File: src/rtl/fcar_pkg.sv
`default_nettype none

package fcar_pkg;

    localparam logic [7:0] START_MARK = 8'h21;
    localparam logic [7:0] END_MARK = 8'h23;
    localparam logic [7:0] DIGIT_ZERO = 8'h30;
    localparam logic [15:0] RETRY_RESET = 16'd3000;
    localparam logic [2:0] LEN_SAT = 3'd4;
    localparam logic [3:0] HEAD_LEN = 4'd5;

    typedef logic [11:0] sample_t;
    typedef logic [3:0] bcd_t;
    typedef logic [3:0] pos_t;

    typedef enum logic {
        LINK_IDLE = 1'b0,
        LINK_WAIT_OK = 1'b1
    } link_state_t;

    typedef enum logic {
        REG_RETRY_TICKS = 1'b0
    } reg_index_t;

    typedef struct packed {
        logic load;
        sample_t sample;
    } emit_req_t;

    function automatic logic [7:0] head_byte(input logic [2:0] idx);
        logic [7:0] b;
        case (idx)
            3'd0: b = 8'h21;
            3'd1: b = 8'h41;
            3'd2: b = 8'h44;
            3'd3: b = 8'h43;
            default: b = 8'h3D;
        endcase
        return b;
    endfunction

    function automatic logic [7:0] rts_byte(input logic [1:0] idx);
        logic [7:0] b;
        case (idx)
            2'd0: b = 8'h52;
            2'd1: b = 8'h54;
            default: b = 8'h53;
        endcase
        return b;
    endfunction

    function automatic logic [7:0] ok_byte(input logic idx);
        logic [7:0] b;
        case (idx)
            1'b0: b = 8'h4F;
            default: b = 8'h4B;
        endcase
        return b;
    endfunction

    // Value of digit m at decimal place k.
    function automatic logic [13:0] digit_weight(input logic [1:0] k, input bcd_t m);
        logic [13:0] p;
        case (k)
            2'd0: p = 14'd1;
            2'd1: p = 14'd10;
            2'd2: p = 14'd100;
            default: p = 14'd1000;
        endcase
        return 14'(p * {10'd0, m});
    endfunction

endpackage

`default_nettype wire

File: src/rtl/fcar_emitter.sv
`default_nettype none

module fcar_emitter
    import fcar_pkg::*;
(
    input  wire logic      clk,
    input  wire logic      rst_n,
    input  wire emit_req_t req,
    output logic           can_load,
    output logic           out_valid,
    input  wire logic      out_ready,
    output logic [7:0]     tx_byte,
    output logic           last
);

    logic       busy_reg, busy_next;
    pos_t       pos_reg, pos_next;
    logic [2:0] nd_reg, nd_next;
    sample_t    rem_reg, rem_next;
    logic [1:0] conv_k_reg, conv_k_next;
    logic       conv_on_reg, conv_on_next;
    bcd_t       digit_reg [4];

    pos_t        msg_end;
    logic        fire;
    logic        done;
    bcd_t        step_digit;
    logic [13:0] step_sub;
    logic [2:0]  load_nd;
    logic [1:0]  out_k;

    assign msg_end = HEAD_LEN + {1'b0, nd_reg};
    assign fire = busy_reg && out_ready;
    assign done = fire && (pos_reg == msg_end);
    assign can_load = !busy_reg || done;

    always_comb
    begin
        if (req.sample >= 12'd1000)
        begin
            load_nd = 3'd4;
        end
        else if (req.sample >= 12'd100)
        begin
            load_nd = 3'd3;
        end
        else if (req.sample >= 12'd10)
        begin
            load_nd = 3'd2;
        end
        else
        begin
            load_nd = 3'd1;
        end
    end

    // One decimal digit per cycle, most significant first.
    always_comb
    begin
        step_digit = 4'd0;
        for (int m = 1; m < 10; m++)
        begin
            if ({2'b00, rem_reg} >= digit_weight(conv_k_reg, 4'(m)))
            begin
                step_digit = 4'(m);
            end
        end
        step_sub = digit_weight(conv_k_reg, step_digit);
    end

    always_comb
    begin
        busy_next = busy_reg;
        pos_next = pos_reg;
        nd_next = nd_reg;
        rem_next = rem_reg;
        conv_k_next = conv_k_reg;
        conv_on_next = conv_on_reg;
        if (req.load)
        begin
            busy_next = 1'b1;
            pos_next = '0;
            nd_next = load_nd;
            rem_next = req.sample;
            conv_k_next = 2'd3;
            conv_on_next = 1'b1;
        end
        else
        begin
            if (done)
            begin
                busy_next = 1'b0;
            end
            else if (fire)
            begin
                pos_next = pos_reg + 4'd1;
            end
            if (conv_on_reg)
            begin
                rem_next = rem_reg - step_sub[11:0];
                if (conv_k_reg == 2'd0)
                begin
                    conv_on_next = 1'b0;
                end
                else
                begin
                    conv_k_next = conv_k_reg - 2'd1;
                end
            end
        end
    end

    always_ff @(posedge clk or negedge rst_n)
    begin
        if (!rst_n)
        begin
            busy_reg <= 1'b0;
            pos_reg <= '0;
            nd_reg <= 3'd1;
            conv_k_reg <= 2'd0;
            conv_on_reg <= 1'b0;
        end
        else
        begin
            busy_reg <= busy_next;
            pos_reg <= pos_next;
            nd_reg <= nd_next;
            conv_k_reg <= conv_k_next;
            conv_on_reg <= conv_on_next;
        end
    end

    always_ff @(posedge clk)
    begin
        rem_reg <= rem_next;
        if (!req.load && conv_on_reg)
        begin
            digit_reg[conv_k_reg] <= step_digit;
        end
    end

    assign out_k = 2'({1'b0, nd_reg} + 4'd4 - pos_reg);

    always_comb
    begin
        if (pos_reg < HEAD_LEN)
        begin
            tx_byte = head_byte(pos_reg[2:0]);
        end
        else if (pos_reg < msg_end)
        begin
            tx_byte = DIGIT_ZERO | {4'd0, digit_reg[out_k]};
        end
        else
        begin
            tx_byte = END_MARK;
        end
    end

    assign out_valid = busy_reg;
    assign last = busy_reg && (pos_reg == msg_end);

endmodule

`default_nettype wire

File: src/rtl/framed_command_adc_reply.sv
// Framed command decoder with a decimal ADC reply. Each input transaction is
// either a received byte or one timer tick and is decoded in the cycle after
// it is taken, so a new transaction is accepted every cycle while no reply is
// pending. A completed RTS frame, or a retry timeout while waiting for OK,
// starts the reply "!ADC=<n>#", sent as one output transaction per byte at up
// to one byte a cycle, seven to ten bytes in all. The reply sender holds one
// message; a transaction that starts a new reply waits until the closing '#'
// of the current one is taken. The retry interval is register 0 at address 0.

`default_nettype none

module framed_command_adc_reply
    import fcar_pkg::*;
(
    input  wire logic        clk,
    input  wire logic        rst_n,
    input  wire logic        in_valid,
    output logic             in_ready,
    input  wire logic        kind,
    input  wire logic [7:0]  rx_byte,
    input  wire logic [11:0] adc_sample,
    output logic             out_valid,
    input  wire logic        out_ready,
    output logic [7:0]       tx_byte,
    output logic             last,
    input  wire logic        psel,
    input  wire logic        penable,
    input  wire logic        pwrite,
    input  wire logic [2:0]  paddr,
    input  wire logic [31:0] pwdata,
    output logic [31:0]      prdata,
    output logic             pready
);

    logic [15:0] retry_ticks_reg;

    logic        item_valid_reg;
    logic        item_kind_reg;
    logic [7:0]  item_byte_reg;
    sample_t     item_sample_reg;

    logic        in_frame_reg, in_frame_next;
    logic [2:0]  frame_length_reg, frame_length_next;
    logic        match_rts_reg, match_rts_next;
    logic        match_ok_reg, match_ok_next;
    link_state_t link_state_reg, link_state_next;
    logic [15:0] retry_counter_reg, retry_counter_next;
    sample_t     latched_sample_reg, latched_sample_next;

    logic [15:0] limit;
    logic [15:0] counter_inc;
    logic        reply_tick;
    logic        reply_rts;
    logic        can_load;
    logic        item_done;
    emit_req_t   req;

    assign pready = 1'b1;
    assign prdata = (paddr[2] == REG_RETRY_TICKS) ? {16'd0, retry_ticks_reg} : 32'd0;

    always_ff @(posedge clk or negedge rst_n)
    begin
        if (!rst_n)
        begin
            retry_ticks_reg <= RETRY_RESET;
        end
        else if (psel && penable && pwrite && (paddr[2] == REG_RETRY_TICKS))
        begin
            retry_ticks_reg <= pwdata[15:0];
        end
    end

    assign limit = (retry_ticks_reg == 16'd0) ? 16'd1 : retry_ticks_reg;
    assign counter_inc = retry_counter_reg + 16'd1;

    always_comb
    begin
        reply_tick = 1'b0;
        reply_rts = 1'b0;
        if (item_valid_reg)
        begin
            if (item_kind_reg)
            begin
                reply_tick = (link_state_reg == LINK_WAIT_OK) && (counter_inc >= limit);
            end
            else
            begin
                reply_rts = in_frame_reg && (item_byte_reg == END_MARK)
                    && (link_state_reg == LINK_IDLE) && match_rts_reg
                    && (frame_length_reg == 3'd3);
            end
        end
    end

    assign item_done = item_valid_reg && (!(reply_tick || reply_rts) || can_load);
    assign in_ready = !item_valid_reg || item_done;
    assign req.load = item_valid_reg && (reply_tick || reply_rts) && can_load;
    assign req.sample = reply_rts ? item_sample_reg : latched_sample_reg;

    always_comb
    begin
        in_frame_next = in_frame_reg;
        frame_length_next = frame_length_reg;
        match_rts_next = match_rts_reg;
        match_ok_next = match_ok_reg;
        link_state_next = link_state_reg;
        retry_counter_next = retry_counter_reg;
        latched_sample_next = latched_sample_reg;
        if (item_kind_reg)
        begin
            if (link_state_reg == LINK_WAIT_OK)
            begin
                retry_counter_next = reply_tick ? 16'd0 : counter_inc;
            end
        end
        else if (!in_frame_reg)
        begin
            if (item_byte_reg == START_MARK)
            begin
                in_frame_next = 1'b1;
                frame_length_next = 3'd0;
                match_rts_next = 1'b1;
                match_ok_next = 1'b1;
            end
        end
        else if (item_byte_reg != END_MARK)
        begin
            if ((frame_length_reg >= 3'd3) || (item_byte_reg != rts_byte(frame_length_reg[1:0])))
            begin
                match_rts_next = 1'b0;
            end
            if ((frame_length_reg >= 3'd2) || (item_byte_reg != ok_byte(frame_length_reg[0])))
            begin
                match_ok_next = 1'b0;
            end
            if (frame_length_reg < LEN_SAT)
            begin
                frame_length_next = frame_length_reg + 3'd1;
            end
        end
        else
        begin
            in_frame_next = 1'b0;
            if (reply_rts)
            begin
                latched_sample_next = item_sample_reg;
                link_state_next = LINK_WAIT_OK;
                retry_counter_next = 16'd0;
            end
            else if ((link_state_reg == LINK_WAIT_OK) && match_ok_reg
                && (frame_length_reg == 3'd2))
            begin
                link_state_next = LINK_IDLE;
                retry_counter_next = 16'd0;
            end
        end
    end

    always_ff @(posedge clk or negedge rst_n)
    begin
        if (!rst_n)
        begin
            item_valid_reg <= 1'b0;
            in_frame_reg <= 1'b0;
            frame_length_reg <= 3'd0;
            match_rts_reg <= 1'b1;
            match_ok_reg <= 1'b1;
            link_state_reg <= LINK_IDLE;
            retry_counter_reg <= 16'd0;
            latched_sample_reg <= '0;
        end
        else
        begin
            if (in_valid && in_ready)
            begin
                item_valid_reg <= 1'b1;
            end
            else if (item_done)
            begin
                item_valid_reg <= 1'b0;
            end
            if (item_done)
            begin
                in_frame_reg <= in_frame_next;
                frame_length_reg <= frame_length_next;
                match_rts_reg <= match_rts_next;
                match_ok_reg <= match_ok_next;
                link_state_reg <= link_state_next;
                retry_counter_reg <= retry_counter_next;
                latched_sample_reg <= latched_sample_next;
            end
        end
    end

    always_ff @(posedge clk)
    begin
        if (in_valid && in_ready)
        begin
            item_kind_reg <= kind;
            item_byte_reg <= rx_byte;
            item_sample_reg <= adc_sample;
        end
    end

    fcar_emitter u_emitter (
        .clk       (clk),
        .rst_n     (rst_n),
        .req       (req),
        .can_load  (can_load),
        .out_valid (out_valid),
        .out_ready (out_ready),
        .tx_byte   (tx_byte),
        .last      (last)
    );

endmodule

`default_nettype wire
File: config.mk
export PLATFORM = sky130hd
export DESIGN_NAME = framed_command_adc_reply
export DESIGN_NICKNAME = d
export VERILOG_FILES = /design/src/rtl/fcar_pkg.sv /design/src/rtl/fcar_emitter.sv /design/src/rtl/framed_command_adc_reply.sv
export SDC_FILE = /design/constraint.sdc
export NUM_CORES = 1
export LEC_CHECK = 0
export ABC_AREA = 1
export BUFFER_PORTS_ARGS = -buffer_cell sky130_fd_sc_hd__buf_2
export CAP_MARGIN = 20
export CORE_MARGIN = 10
export CORE_UTILIZATION = 40
export DETAILED_ROUTE_END_ITERATION = 8
export PLACE_DENSITY = 0.69
export SYNTH_ARGS = -nofsm -noshare
export SYNTH_HDL_FRONTEND = slang
export SYNTH_HIERARCHICAL = 1
export SYNTH_SLANG_ARGS = --single-unit
export TNS_END_PERCENT = 20
File: constraint.sdc
create_clock -name clk -period 8.64 [get_ports clk]
set_clock_uncertainty 0.2 [all_clocks]
set_input_delay 1.728 -clock clk [delete_from_list [all_inputs] [get_ports clk]]
set_output_delay 1.728 -clock clk [all_outputs]
set_load 0.01 [all_outputs]
==> results.md <==
- Post-DP Area: 0.0103 mm²
- Critical path type: reg -> reg
- Total Routed Length: around 24000 µm
- CTS max path bufs: 2
- Placed Cells incl. Taps: 1632
- Post-synth top flop: dfrtp_1
- Number of antenna violations at the first check in global routing: 1
- Drc violations: 0
- Synth Area per Inst: 7.69 µm²
- Crit path required time: 8.56 ns
- Post-synth EDFFs: 49
- Fin crit share: between 80% and 90%
- Worst r2r src: u_emitter/conv_k_reg[0]
- Normalized max-slew margin: about a third
- Largest net degree at the start of global routing: 64
- Gr ovfl total: 0
- Type of the most critical hold path: reg -> reg
- Buffer and inverter count on the worst path: 5
- Worst setup path end: u_emitter/rem_reg[11]
- Tot GR Track Use: between 10% and 20%
- Flop-to-flop setup slack: ~1.2 ns
- # port buffers: 70
- Max Slew Vio Count: 0
- CTS Root Cell: clkbuf_16
- Non-filler cells, final: about 1.6k
- Post-CTS Hold Buffers: 0
- Post-DP HPWL: 18600 µm
- Setup repair after global routing missed its margin: no
- Post-cts sizing count: 0
- RD Place Congestion: a little under 0.9
- DRT iter0 DRCs: 612
- Post-Layout Inst Area: approximately 0.011 mm²
- Core Footprint: 0.0237 mm²
- Cell depth of the worst flop-to-flop path: 28
- Max-Cap Viols: 0
- Ys Warns: 6
- CP dominant cell by count: nand2_1
- CP Launch Type: flop
- Post-Syn Instances: 1265
- Mapped cell area: 0.00972 mm²
- Die extent in y: 176 µm
- Drt wl/cell: 14.3 µm
- Vias in the first global route: 8054
- Peak Freq: 0.135 GHz
- FF+latch area: 0.00306 mm²
- Starting Density: 41.1%
- Finish-stage setup viols: 0
- Final period demand of the worst path: 7.41 ns
- CTS buffer count: 9
- Clock latency on the worst-skew pair: roughly 0.36 ns
- Slew @ Worst Pin: 0.979 ns
- Crit. End Element: flop
- Most frequent cells in the layout: nand2_1, inv_1, ha_1
- Worst-path clk slew: 0.08 ns
- Clock Sinks: 112
- Layout cells sized above 1: 11.5%
- Worst path slowest cell: fa_1
- Total negative slack: 0 ns
- CTS tree: done
- Routed Antenna Nets: 0
- Core Util, Final: 44.9%
- Crit-path leading delay family: adder cells
- Number of distinct library cells after synthesis: 52
- DIE AREA: ~0.031 mm²
- Ys async rst share: 56.3%
- P&R area growth vs syn: 9.32%
- Worst Path Max Fanout: 11
- Outcome: finished, final reports clean
- Footprint of the multi-input gates: about 0.0057 mm²
- DRT Pass-1 Iters: 5
- Peak VDD IR: about 0.00012 V
- Critical path depth: 28
- PD cells: 135 mW/mm²
- Vias/cell: 5.03
- Row Count: 56
- Final hold viol count: 0
- Critical Path Source: u_emitter/conv_k_reg[0]
- Leakage power: 5.15 nW
- Crit path arrival time: 7.33 ns
- #FFs+latches synth: 112
- Hold Startpoint: match_rts_reg
- Fillers: roughly 2.4k
- R2R Path End: u_emitter/rem_reg[11]
- Global-route wire length before repair: 39300 µm
- Register area share after synthesis: a little under a third
- Commonest non-fill, non-tap cell in the layout: nand2_1
- Crit-path max cell delay: around 0.55 ns
- Die width: 176 µm
- Via count: slightly above 8k
- Setup bufs post-CTS: 0
- Final net count: 1528
- Maximum level of the CTS H-tree: 3
- # IOs: about 110
## report_power, final
part | total [mW] | internal [mW] | switching, mW | leakage, nW
registers | 0.630 | 0.600 | 0.0301 | 1.19
logic | 0.366 | 0.126 | 0.239 | 3.81
clock network | 0.438 | 0.229 | 0.209 | 0.144
## per-stage QoR
| step | hold WS (ns) | setup WS (ns) | power [mW] |
|---|---|---|---|
| detailed placement | 0.257 | 1.32 | 1.01 |
| finish | 0.266 | 1.23 | 1.43 |
| floorplan | 0.242 | 2.31 | 0.872 |
| global route | 0.294 | 0.775 | 1.52 |
| CTS | 0.268 | 1.29 | 1.45 |
| global placement | 0.255 | 1.43 | 1.00 |
## layer usage
metal | global-route usage [%] | part of all wire [%]
met1 | 20.2 | 47
met2 | 25.0 | 47
met3 | 2.70 | 5.0
met4 | 4.13 | 1.7
met5 | 0 | 0
## Yosys cell counts (7+ instances only)
library cell / instances / area, µm²
a21oi_1: 78 / 390
buf_2: 9 / 45.0
buf_4: 19 / 143
clkbuf_1: 10 / 37.5
dfrtp_1: 53 / 1330
dfstp_2: 10 / 263
edfxtp_1: 49 / 1470
fa_1: 22 / 440
ha_1: 119 / 1490
inv_1: 188 / 706
inv_2: 8 / 30.0
nand2_1: 292 / 1100
nand2_2: 9 / 56.3
nand3_1: 42 / 210
nand4_1: 44 / 275
nor2_1: 115 / 432
nor2_2: 7 / 43.8
nor3_1: 22 / 110
nor4_1: 9 / 56.3
o21ai_0: 55 / 275
o21ai_1: 16 / 80.1
or2_2: 8 / 50.1
xnor2_1: 8 / 70.1
xor2_1: 16 / 140
## worst min path at each step
stage,end,slack (ns),cells past startpoint
2_1_floorplan,match_ok_reg,0.24,2
3_3_place_gp,match_rts_reg,0.25,2
3_5_place_dp,match_rts_reg,0.26,2
4_1_cts,match_rts_reg,0.27,2
5_1_grt,match_rts_reg,0.29,2
6_report,match_rts_reg,0.27,2
## cell families after synthesis
family	synth area share (%)
xor+xnor	2.16
fa+ha+maj	19.8
buf+inv	10.3
other cells	0.154
simple gates	25.7
flops	31.5
compound gates	10.3
## final cells by class
class / count / area share (%)
Sequential cell: 112 / 28.8
Clock buffer: 9 / 2.12
Antenna cell: 1 / 0.0235
Inverter: 198 / 6.99
Clock inverter: 7 / 0.742
Multi-Input combinational cell: 929 / 53.8
Timing Repair Buffer: 74 / 3.72
Tap cell: 319 / 3.76
## worst register-to-register path: cells and delay by family (launching register included)
kind	cells	cell delay, ns
adders and majority gates	8	3.56
AOI/OAI and AO/OA	5	0.99
buffers and inverters	5	0.64
and+or+nand+nor	10	1.32
DFF	1	0.46
Power figures use the tool's default switching activity.
